--- src/rtl/assert_macros.svh ---
// Assertion macros shared by the RTL files.
`ifndef ASSERT_MACROS_SVH
`define ASSERT_MACROS_SVH
`ifndef NO_ASSERTIONS
`define ASSERT_IMPL(lbl, clk, rst_n, prop, msg) \
  lbl: assert property (@(posedge clk) disable iff (!rst_n) (prop)) else $error(msg);
`define ASSERT_NEVER(lbl, clk, rst_n, prop, msg) \
  lbl: assert property (@(posedge clk) disable iff (!rst_n) !(prop)) else $error(msg);
`else
`define ASSERT_IMPL(lbl, clk, rst_n, prop, msg)
`define ASSERT_NEVER(lbl, clk, rst_n, prop, msg)
`endif
`endif

--- src/rtl/lu_pkg.sv ---
// Package: widths, types and fixed-point helpers of the 3x3 LU solver.
package lu_pkg;
  localparam int FracBits = 16;
  localparam int WordBits = 32;
  localparam int Dim = 3;
  localparam int ProdBits = 2 * WordBits;
  localparam int AccBits = WordBits + 2;
  localparam int DivNumBits = WordBits + FracBits;
  localparam int DivCntBits = $clog2(DivNumBits + 1);
  localparam int QDepth = 2;

  typedef logic signed [WordBits-1:0] word_t;

  typedef struct packed {
    word_t a00, a01, a02, a10, a11, a12, a20, a21, a22;
    word_t b0, b1, b2;
  } sys_t;

  typedef enum logic [4:0] {
    S_IDLE, S_U01, S_U02, S_L11, S_L21, S_U12, S_L22,
    S_Y0, S_Y1, S_Y2, S_X1, S_X0, S_OUT, S_SING,
    S_MUL, S_DIV
  } state_e;

  function automatic word_t sat_w(input logic signed [ProdBits+1:0] v);
    logic signed [ProdBits+1:0] hi, lo;
    begin
      hi = (ProdBits+2)'((64'sd1 <<< (WordBits - 1)) - 64'sd1);
      lo = -hi - (ProdBits+2)'(1);
      if (v > hi) sat_w = word_t'(hi);
      else if (v < lo) sat_w = word_t'(lo);
      else sat_w = word_t'(v);
    end
  endfunction
endpackage

--- src/rtl/lu_front.sv ---
// Front end: collects three rows and pushes a complete system into the queue.
module lu_front (
  input  logic             clk_i,
  input  logic             rst_ni,
  input  logic             in_valid_i,
  output logic             in_stall_o,
  input  lu_pkg::word_t    coef_0_i,
  input  lu_pkg::word_t    coef_1_i,
  input  lu_pkg::word_t    coef_2_i,
  input  lu_pkg::word_t    rhs_i,
  output logic             push_o,
  output lu_pkg::sys_t     sys_o,
  input  logic             full_i
);
  import lu_pkg::*;
  logic [1:0] row_q, row_d;
  sys_t sys_q, sys_d;
  logic acc;

  assign in_stall_o = full_i;
  assign acc = in_valid_i && !in_stall_o;

  always_comb begin
    row_d = row_q;
    sys_d = sys_q;
    if (acc) begin
      case (row_q)
        2'd0: begin
          sys_d.a00 = coef_0_i; sys_d.a01 = coef_1_i; sys_d.a02 = coef_2_i;
          sys_d.b0 = rhs_i; row_d = 2'd1;
        end
        2'd1: begin
          sys_d.a10 = coef_0_i; sys_d.a11 = coef_1_i; sys_d.a12 = coef_2_i;
          sys_d.b1 = rhs_i; row_d = 2'd2;
        end
        default: begin
          sys_d.a20 = coef_0_i; sys_d.a21 = coef_1_i; sys_d.a22 = coef_2_i;
          sys_d.b2 = rhs_i; row_d = 2'd0;
        end
      endcase
    end
  end

  always_ff @(posedge clk_i or negedge rst_ni) begin
    if (!rst_ni) row_q <= 2'd0;
    else row_q <= row_d;
  end

  always_ff @(posedge clk_i) sys_q <= sys_d;

  assign push_o = acc && (row_q == 2'd2);
  assign sys_o = sys_d;
endmodule

--- config.mk ---
export PLATFORM = sky130hd
export DESIGN_NAME = lu_front
export DESIGN_NICKNAME = d
export VERILOG_FILES = /design/src/rtl/assert_macros.svh /design/src/rtl/lu_pkg.sv /design/src/rtl/lu_front.sv
export SDC_FILE = /design/constraint.sdc
export NUM_CORES = 1
export LEC_CHECK = 0
export ABC_AREA = 1
export BUFFER_PORTS_ARGS = -buffer_cell sky130_fd_sc_hd__clkbuf_2
export CORE_AREA = 2 2 202 204
export CTS_CLUSTER_DIAMETER = 120
export CTS_CLUSTER_SIZE = 28
export DETAILED_ROUTE_END_ITERATION = 10
export DIE_AREA = 0 0 204 206
export PLACE_DENSITY_LB_ADDON = 0.3
export SLEW_MARGIN = 15
export SYNTH_ARGS = -nofsm -noshare
export SYNTH_HDL_FRONTEND = slang
export SYNTH_SLANG_ARGS = --single-unit
--- constraint.sdc ---
create_clock -name clk_i -period 1.55 [get_ports clk_i]
set_clock_uncertainty 0.15 [all_clocks]
set_input_delay 0.155 -clock clk_i [delete_from_list [all_inputs] [get_ports clk_i]]
set_output_delay 0.155 -clock clk_i [all_outputs]
set_load 0.05 [all_outputs]
==> results.sh, run 1 <==
export IMPL_finalInstanceArea_um2=25970
export IMPL_post_dp_cell_area_um2=21450
export IMPL_ioPinCount=518
export IMPL_antenna_left=0
export IMPL_vias=14440
export IMPL_r2r_cells=8
export IMPL_wl_per_cell_um=20.60
export IMPL_drt_initial_drc_count=836
export IMPL_grt_pass1_vias=13750
export IMPL_critPathMostFrequentCell="buf_12"
export IMPL_holdPathEnd="sys_q[190]"
export IMPL_root_buffer="clkbuf_16"
export IMPL_start_kind="register"
export IMPL_fmax_ghz=0.4114
export IMPL_synth_simple_area_share_pct=36.02
export IMPL_fillCellCount=2932
export IMPL_synth_area_top_cells="dfxtp_1 59%, nand2_1 26%, nand3_1 9.8%"
export IMPL_min_from="coef_0_i[30]"
export IMPL_synth_fa_ha_area_share_pct=0
export IMPL_drc=0
export IMPL_synthMuxAreaShare_pct=0
export IMPL_critical_path_max_fanout=6
export IMPL_path_cells="buf_4, nor2_4, buf_12, buf_16, buf_12, buf_4, nand3_1, nand2_2, buf_12"
export IMPL_synth_xor_area_share_pct=0
export IMPL_syn_inst=1666
export IMPL_cts_sinks=386
export IMPL_worstPathRequired_ns=1.24
export IMPL_cp_top_family="buffers and inverters"
export IMPL_core_area_um2=40180
export IMPL_routed_wl_mm=60.20
export IMPL_grt_pass1_wl_mm=78.07
export IMPL_cap_violations=0
export IMPL_yosysSeqAreaShare_pct=59.48
export IMPL_gr_total_overflow=0
export IMPL_holdWs_ns=-0.2445
export IMPL_outcome="finished with violations"
export IMPL_hp_class="primary input to register"
export IMPL_port_buffer_count=517
export IMPL_cts_buffers=17
export IMPL_synth_warnings=0
export IMPL_syn_to_final_growth_pct=99.64
export IMPL_drv_slew=0
export IMPL_synth_compound_area_share_pct=0.07695
export IMPL_path_clk_slew_ns=0.11
export IMPL_synth_top_area_share_pct=59.09
export IMPL_rsz0062_at_grt="true"
export IMPL_avgSynthCellArea_um2=7.808
export IMPL_design_die_area_um2=42020
export IMPL_end_kind="output port"
export IMPL_grt_usage_pct=23.65
export IMPL_setup_ws_ns=-0.8805
export IMPL_arrival_ns=2.13
export IMPL_syn_area_um2=13010
export IMPL_antenna_found_initial=2
export IMPL_syn_nets=1798
export IMPL_viasPerCell=4.941
export IMPL_die_h_um=206
export IMPL_ys_ff_latch=386
export IMPL_finalNetCount=2520
export IMPL_rrSetupSlack_ns=-0.20
export IMPL_start_util_pct=32.37
export IMPL_r2r_start="row_q[0]"
export IMPL_synth_top_family_by_area="simple AND/OR/NAND/NOR gates"
export IMPL_layout_drive_gt1_share_pct=49.16
export IMPL_htree_levels=1
export IMPL_cp_num_buf_inv=6
export IMPL_tightest_slew_ns=0.3107
export IMPL_worstHoldPathCells=3
export IMPL_insertion_delay_ns=0.54
export IMPL_slowest_stage="dfrtp_1"
export IMPL_die_w_um=204
export IMPL_rows=74
export IMPL_maxSlewHeadroom_pct=79.29
export IMPL_firstDrtPassIters=7
export IMPL_r2r_end="sys_q[327]"
export IMPL_synth_cell_types=12
export IMPL_clock_path_buffers=3
export IMPL_period_share_pct=156.8
export IMPL_failed_checks="negative hold slack, negative setup slack"
export IMPL_hold_violations=27
export IMPL_dpl_hpwl_mm=34.68
export IMPL_period_needed_ns=2.430
export IMPL_yosysTopAreaCell="dfxtp_1"
export IMPL_routabilityCongestion=0.8652
export IMPL_cp_slowest_stage_delay_ns=0.40
export IMPL_grt_max_degree=60
export IMPL_critPathKind="register to output port"
export IMPL_cts_tree="built"
export IMPL_setup_viol=590
-- cells in the final DEF, fill, tap and decap left out, drive strengths merged --
| cell | count |
|---|---|
| nand2 | 903 |
| inv | 4 |
| nand3 | 256 |
| dfrtp | 2 |
| dfxtp | 384 |
| clkbuf | 240 |
| diode | 2 |
| nor2 | 5 |
| o21ai | 2 |
| bufbuf | 2 |
| dlygate4sd3 | 121 |
| clkinv | 1 |
| buf | 468 |
-- worst min-delay path: stages --
cell,delay (ns)
clkbuf_2,0.12
nand2_1,0.08
nand2_2,0.07
-- through the flow --
stage | std cells | hold WS [ns] | setup TNS, ns | util, % | setup WS [ns]
after floorplan | 1666 | -0.2906 | 0 | - | 0.002671
final | 2922 | -0.2445 | -306.35 | 64.63 | -0.8805
after global routing | 2922 | -0.2616 | -352.73 | 64.63 | -0.9746
after global placement | 2700 | -0.1854 | -80.79 | 53.38 | -0.2980
after detailed placement | 2700 | -0.1842 | -99.86 | 53.38 | -0.3442
after CTS | 2853 | -0.2794 | -324.43 | 60.20 | -0.8918
-- worst max-delay path by stage --
stage | start | end | slack, ns | cells after the start
6_report | row_q[0] | sys_o[347] | -0.88 | 9
5_1_grt | row_q[0] | sys_o[38] | -0.97 | 9
4_1_cts | row_q[0] | sys_o[39] | -0.89 | 8
3_5_place_dp | row_q[1] | sys_o[372] | -0.34 | 6
3_3_place_gp | row_q[1] | sys_o[377] | -0.30 | 6
2_1_floorplan | row_q[1] | sys_o[40] | 0.003 | 5
-- Yosys cell counts (all sizes together) --
cell    number
o21ai        2
nand3      256
nor2         5
dfrtp        2
buf        107
nand2      900
clkbuf       6
inv          4
dfxtp      384
-- cells by family after synthesis --
family / after synthesis
DFF: 386
AOI/OAI and AO/OA: 2
buffers and inverters: 117
and+or+nand+nor: 1161
-- final cells by class --
type                            count  area, um^2  area share (%)
Inverter                            4       17.52         0.06745
Clock inverter                      1       8.758         0.03372
Tap cell                          532       665.6           2.563
Antenna cell                        2       5.005         0.01927
Multi-Input combinational cell   1166        6357           24.48
Sequential cell                   386        7739           29.80
Timing Repair Buffer              813       10750           41.39
Clock buffer                       18       429.2           1.652
-- flip-flops by register name, indices dropped and copies added (netlist names) --
| register | count |
|---|---|
| sys_q | 384 |
| row_q | 2 |
-- metal layers --
layer	wire (um)	vias up	track usage [%]
met5	0	-	0
met4	2336	0	9.446
met3	4387	137	5.077
met2	29820	685	41.58
met1	23650	6946	28.09
li1	-	6671	-
-- what timing repair did --
| action | in CTS | in global routing |
|---|---|---|
| gates cloned | 8 | 27 |
| hold buffers | 116 | 5 |
| resized for setup | 180 | 338 |
| endpoints found under the hold margin | 386 | 42 |
| endpoints found under the setup margin | 608 | 652 |
| buffers inserted | 10 | 37 |
| pin swaps | 7 | 102 |
Power of run 1 is not shown: default switching activity piles up to over one toggle a cycle in this logic, so the estimate is an artifact.
==> run 2, diff against run 1 <==
--- a/config.mk
+++ b/config.mk
@@ -5,13 +5,12 @@
 export SDC_FILE = /design/constraint.sdc
 export NUM_CORES = 1
 export LEC_CHECK = 0
-export ABC_AREA = 1
-export BUFFER_PORTS_ARGS = -buffer_cell sky130_fd_sc_hd__clkbuf_2
-export CORE_AREA = 2 2 202 204
+export BUFFER_PORTS_ARGS = -buffer_cell sky130_fd_sc_hd__buf_2
+export CORE_AREA = 2 2 204 206
 export CTS_CLUSTER_DIAMETER = 120
 export CTS_CLUSTER_SIZE = 28
 export DETAILED_ROUTE_END_ITERATION = 10
-export DIE_AREA = 0 0 204 206
+export DIE_AREA = 0 0 206 208
 export PLACE_DENSITY_LB_ADDON = 0.3
 export SLEW_MARGIN = 15
 export SYNTH_ARGS = -nofsm -noshare
==> run 2 against run 1 <==
Against the previous run: the run still ends with negative hold slack, negative setup slack left; hold slack got worse by 0.012 ns; sequential cell count did not move; register-to-register slack got worse by 0.17 ns; global-route usage fell by 8.6 points; sequential share of layout area rose by 9.4 points; highest routed layer unchanged; cell area fell by 24%; core utilization fell by 16 points; first-iteration DRC count fell by 63%; non-clock buffer count fell by 196; count of clock-buffer cells in the layout did not move; final cell count fell by 33%; setup slack got worse by 0.17 ns.
==> results.sh, run 2 <==
export IMPL_hp_class="primary input to register"
export IMPL_synth_edf_count=0
export IMPL_largest_register="sys_q"
export IMPL_period_needed_ns=2.600
export IMPL_critPathLaunch="row_q[0]"
export IMPL_drc=0
export IMPL_antenna_found_initial=1
export IMPL_yosysSeqAreaShare_pct=61.85
export IMPL_synth_top_area_share_pct=61.45
export IMPL_start_kind="register"
export IMPL_antenna_left=0
export IMPL_insertion_delay_ns=0.52
export IMPL_rows=74
export IMPL_fmax_ghz=0.3847
export IMPL_maxSlewHeadroom_pct=79.98
export IMPL_synth_cell_types=12
export IMPL_r2r_start="row_q[0]"
export IMPL_dpl_hpwl_mm=25.98
export IMPL_wl_per_cell_um=19.35
export IMPL_period_share_pct=167.7
export IMPL_hold_buffers=3
export IMPL_grt_use_met1_pct=18.16
export IMPL_synth_area_top_cells="dfxtp_1 61%, mux2_2 35%, buf_6 2.3%"
export IMPL_finalInstanceArea_um2=19750
export IMPL_routabilityCongestion=0.7751
export IMPL_holdWs_ns=-0.2568
export IMPL_design_die_area_um2=42850
export IMPL_failed_checks="negative hold slack, negative setup slack"
export IMPL_drv_slew=0
export IMPL_setup_ws_ns=-1.050
export IMPL_worstPathRequired_ns=1.24
export IMPL_layout_drive_gt1_share_pct=72.12
export IMPL_met2_usage_pct=25.64
export IMPL_drt_initial_drc_count=306
export IMPL_outcome="finished with violations"
export IMPL_start_util_pct=30.85
export IMPL_use_met3_pct=4.558
export IMPL_worstHoldPathCells=2
export IMPL_cap_violations=0
export IMPL_rrSetupSlack_ns=-0.37
export IMPL_grt_usage_pct=15.01
export IMPL_end_kind="output port"
export IMPL_routed_wl_mm=37.64
export IMPL_synthFlopType="dfxtp_1"
export IMPL_die_h_um=208
export IMPL_async_flop_share_pct=0.5181
export IMPL_critical_path_max_fanout=15
export IMPL_hold_violations=384
export IMPL_ys_ff_latch=386
export IMPL_grt_pass1_wl_mm=50.69
export IMPL_tightest_slew_ns=0.3025
export IMPL_root_buffer="clkbuf_16"
export IMPL_cts_buffers=17
export IMPL_yosysTopAreaCell="dfxtp_1"
export IMPL_layout_commonest_cell="dfxtp_1"
export IMPL_firstDrtPassIters=4
export IMPL_fillCellCount=3560
export IMPL_setup_viol=769
export IMPL_die_w_um=206
export IMPL_viasPerCell=4.368
export IMPL_final_cell_mix="384 x dfxtp_1, 317 x buf_2, 309 x mux2_4, 143 x buf_6, 75 x mux2_2"
export IMPL_core_area_um2=40550
export IMPL_largest_register_ffs=384
export IMPL_htree_levels=1
export IMPL_cts_tree="built"
export IMPL_clock_path_buffers=3
export IMPL_rsz0062_at_grt="true"
export IMPL_busiest_layer="met2"
export IMPL_gr_total_overflow=0
export IMPL_critPathKind="register to output port"
export IMPL_grt_pass1_vias=8565
export IMPL_antenna_cells=0
export IMPL_syn_area_um2=12510
export IMPL_vias=8495
export IMPL_cts_sinks=386
export IMPL_synth_warnings=0
export IMPL_finalNetCount=1545
export IMPL_min_from="coef_1_i[5]"
export IMPL_syn_to_final_growth_pct=57.87
export IMPL_r2r_cells=6
export IMPL_path_clk_slew_ns=0.11
export IMPL_holdPathEnd="sys_q[229]"
export IMPL_port_buffer_count=517
export IMPL_ys_top_cells_by_count="384 x dfxtp_1, 384 x mux2_2, 25 x buf_6"
export IMPL_r2r_end="sys_q[81]"
export IMPL_ioPinCount=518
export IMPL_syn_nets=952
export IMPL_syn_inst=820
export IMPL_reg_top3="sys_q (384), row_q (2)"
export IMPL_post_dp_cell_area_um2=16910
export IMPL_arrival_ns=2.29
export IMPL_avgSynthCellArea_um2=15.26
export IMPL_grt_max_degree=39
-- run 2: changes by cell type after synthesis, sizes merged, moves of 2 or more --
cell and change:
buf -64, nand3 -256, clkbuf -6, nor2 -5, mux2 +384, inv -4, o21ai -2, nand2 -900
a21o +2
-- run 2: routing by layer --
| metal | vias up | wire length (um) |
|---|---|---|
| met1 | 4104 | 15850 |
| met5 | - | 0 |
| met3 | 42 | 3064 |
| met4 | 0 | 767 |
| met2 | 329 | 17960 |
| li1 | 4020 | - |
-- run 2: final cells by class --
cell class	count	area (um^2)	area share, %
Multi-Input combinational cell	391	5565	28.18
Clock inverter	1	8.758	0.04435
Sequential cell	386	7737	39.18
Timing Repair Buffer	617	5344	27.06
Clock buffer	18	429.2	2.173
Tap cell	532	665.6	3.370
-- run 2: worst max path at each step --
stage	endpoint	cells past startpoint
6_report	sys_o[243]	6
3_3_place_gp	sys_o[324]	5
4_1_cts	sys_o[78]	5
3_5_place_dp	sys_o[324]	5
2_1_floorplan	sys_q[288]	4
5_1_grt	sys_o[330]	5
-- run 2: logic make-up (layout without fill, tap and decap cells) --
group	after synthesis	in the layout	synth area share, %
AND/OR/NAND/NOR	5	5	0.4601
buffers and inverters	43	636	3.010
flip-flops	386	386	61.85
AO/OA/AOI/OAI	2	2	0.1200
multiplexers	384	384	34.56
-- run 2: worst max-delay path: stages, from the launching register on --
cell      delay [ns]
dfrtp_1         0.41
buf_4           0.13
and4bb_4        0.30
buf_12          0.18
buf_12          0.17
mux2_2          0.35
buf_2           0.21
-- run 2: repair_timing --
item                                    4_1_cts  5_1_grt
hold endpoints to repair                    388      384
pin swaps                                     0        1
setup buffers                                 6       13
endpoints found under the setup margin      762      763
resized for setup                           197      444
gates cloned                                  3       13
-- run 2: through the flow --
stage	utilization, %	setup WS (ns)	hold WS, ns	setup TNS [ns]	std cells
floorplan	-	-0.3118	-0.2906	-141.07	820
global placement	41.69	-0.4797	-0.2068	-194.19	1888
detailed placement	41.69	-0.5184	-0.2042	-212.59	1888
CTS	44.76	-1.093	-0.2848	-446.97	1919
global route	48.70	-1.157	-0.2725	-502.84	1945
finish	48.70	-1.050	-0.2568	-438.98	1945
Power of run 2 is left out for the same reason.
==> run 3, diff against run 2 <==
--- a/config.mk
+++ b/config.mk
@@ -7,11 +7,13 @@
 export LEC_CHECK = 0
 export BUFFER_PORTS_ARGS = -buffer_cell sky130_fd_sc_hd__buf_2
 export CORE_AREA = 2 2 204 206
+export CTS_BUF_LIST = sky130_fd_sc_hd__clkbuf_2
 export CTS_CLUSTER_DIAMETER = 120
 export CTS_CLUSTER_SIZE = 28
 export DETAILED_ROUTE_END_ITERATION = 10
 export DIE_AREA = 0 0 206 208
 export PLACE_DENSITY_LB_ADDON = 0.3
+export SKIP_CTS_REPAIR_TIMING = 1
 export SLEW_MARGIN = 15
 export SYNTH_ARGS = -nofsm -noshare
 export SYNTH_HDL_FRONTEND = slang
==> run 3 against run 2 <==
Against the previous run: via count is 0.61% lower; global-route usage is 0.57 points lower; register-to-register slack worse by 0.02 ns; setup slack worse by 0.57 ns; highest routed layer is now met5; die area stayed put; count of clock-buffer cells in the layout stayed put; critical path depth is 1 lower; first-iteration DRC count is 23% lower; final cell count hardly changed; the run still ends with negative hold slack, negative setup slack left; sequential share of layout area is 1.6 points higher; hold slack worse by 0.50 ns; critical path type unchanged.
==> results.sh, run 3 (same netlist as run 2, synthesis figures left out) <==
export IMPL_setup_viol=769
export IMPL_start_util_pct=30.85
export IMPL_period_needed_ns=3.170
export IMPL_syn_to_final_growth_pct=51.70
export IMPL_outcome="finished with violations"
export IMPL_vias=8443
export IMPL_setup_ws_ns=-1.620
export IMPL_die_w_um=206
export IMPL_critPathKind="register to output port"
export IMPL_gr_total_overflow=0
export IMPL_final_cell_mix="384 x dfxtp_1, 309 x buf_2, 276 x mux2_4, 134 x buf_6, 108 x mux2_2"
export IMPL_cap_violations=0
export IMPL_hp_class="primary input to register"
export IMPL_rows=74
export IMPL_viasPerCell=4.343
export IMPL_period_share_pct=204.5
export IMPL_wl_per_cell_um=19.21
export IMPL_routed_wl_mm=37.35
export IMPL_antenna_left=0
export IMPL_cts_buffers=17
export IMPL_drv_slew=0
export IMPL_cts_sinks=386
export IMPL_cts_tree="built"
export IMPL_failed_checks="negative hold slack, negative setup slack"
export IMPL_holdWs_ns=-0.7527
export IMPL_drc=0
export IMPL_grt_max_degree=39
export IMPL_arrival_ns=2.86
export IMPL_clock_path_buffers=3
export IMPL_antenna_found_initial=3
export IMPL_hold_violations=386
export IMPL_tightest_slew_ns=0.4945
export IMPL_firstDrtPassIters=6
export IMPL_layout_drive_gt1_share_pct=72.06
export IMPL_end_kind="output port"
export IMPL_critical_path_max_fanout=16
export IMPL_core_area_um2=40550
export IMPL_ioPinCount=518
export IMPL_drt_initial_drc_count=235
export IMPL_root_buffer="clkbuf_2"
export IMPL_grt_pass1_vias=8293
export IMPL_path_clk_slew_ns=0.49
export IMPL_layout_commonest_cell="dfxtp_1"
export IMPL_rsz0062_at_grt="true"
export IMPL_reg_top3="sys_q (384), row_q (2)"
export IMPL_grt_usage_pct=14.44
export IMPL_port_buffer_count=517
export IMPL_die_h_um=208
export IMPL_grt_pass1_wl_mm=48.86
export IMPL_start_kind="register"
export IMPL_dpl_hpwl_mm=25.98
export IMPL_worstPathRequired_ns=1.24
export IMPL_fmax_ghz=0.3155
export IMPL_finalNetCount=1542
export IMPL_insertion_delay_ns=0.97
export IMPL_largest_register="sys_q"
export IMPL_design_die_area_um2=42850
export IMPL_routabilityCongestion=0.7751
export IMPL_fillCellCount=3681
export IMPL_largest_register_ffs=384
export IMPL_htree_levels=1
export IMPL_maxSlewHeadroom_pct=67.03
-- run 3: cell count changes in the layout (fill, tap and decap cells not counted), sizes merged --
cell / previous run / this run
buf: 592 / 589
diode: 0 / 2
clkbuf: 40 / 39
dlygate4sd3: 3 / 4
-- run 3: area by class of cell --
| cell class | count | area, um^2 | area share, % |
|---|---|---|---|
| timing repair buffer | 614 | 5030 | 26.50 |
| clock buffer | 18 | 90.09 | 0.4747 |
| clock inverter | 1 | 8.758 | 0.04615 |
| antenna | 2 | 5.005 | 0.02637 |
| multi-input combinational | 391 | 5441 | 28.67 |
| tap | 532 | 665.6 | 3.507 |
| sequential | 386 | 7737 | 40.77 |
-- run 3: worst paths after layout --
check                      slack, ns  cells after the start   startpoint    endpoint
setup reg to reg               -0.39                      5     row_q[0]  sys_q[337]
setup / recovery               -1.62                      5     row_q[1]  sys_o[241]
hold / removal                 -0.75                      2  coef_1_i[1]  sys_q[225]
hold reg to reg                 0.37                      1    sys_q[99]   sys_q[99]
max in group asynchronous       0.79                      4       rst_ni    row_q[1]
min in group asynchronous       0.36                      4       rst_ni    row_q[0]
-- run 3: metrics by stage --
step | utilization [%] | TNS, ns | std cells | setup slack [ns] | area [um^2]
floorplan | - | -141.07 | 820 | -0.3118 | 13490
global placement | 41.69 | -194.19 | 1888 | -0.4797 | 16910
detailed placement | 41.69 | -212.59 | 1888 | -0.5184 | 16910
CTS | 41.93 | -717.17 | 1907 | -1.778 | 17000
global route | 46.80 | -771.87 | 1944 | -1.818 | 18980
finish | 46.80 | -667.29 | 1944 | -1.620 | 18980
-- run 3: metal layers --
| layer | track usage, % | share of wire, % | up-vias |
|---|---|---|---|
| li1 | - | - | 4012 |
| met1 | 17.67 | 41 | 4030 |
| met2 | 24.16 | 48 | 337 |
| met3 | 4.449 | 8.6 | 56 |
| met4 | 4.483 | 2.3 | 8 |
| met5 | 0 | 0.17 | - |
-- run 3: critical path: stages, from the launching register on --
cell and delay [ns]:
dfrtp_1 0.54, and4bb_4 0.40, buf_12 0.18, buf_12 0.17, mux2_2 0.35, buf_2 0.22
Power of run 3 is left out for the same reason.
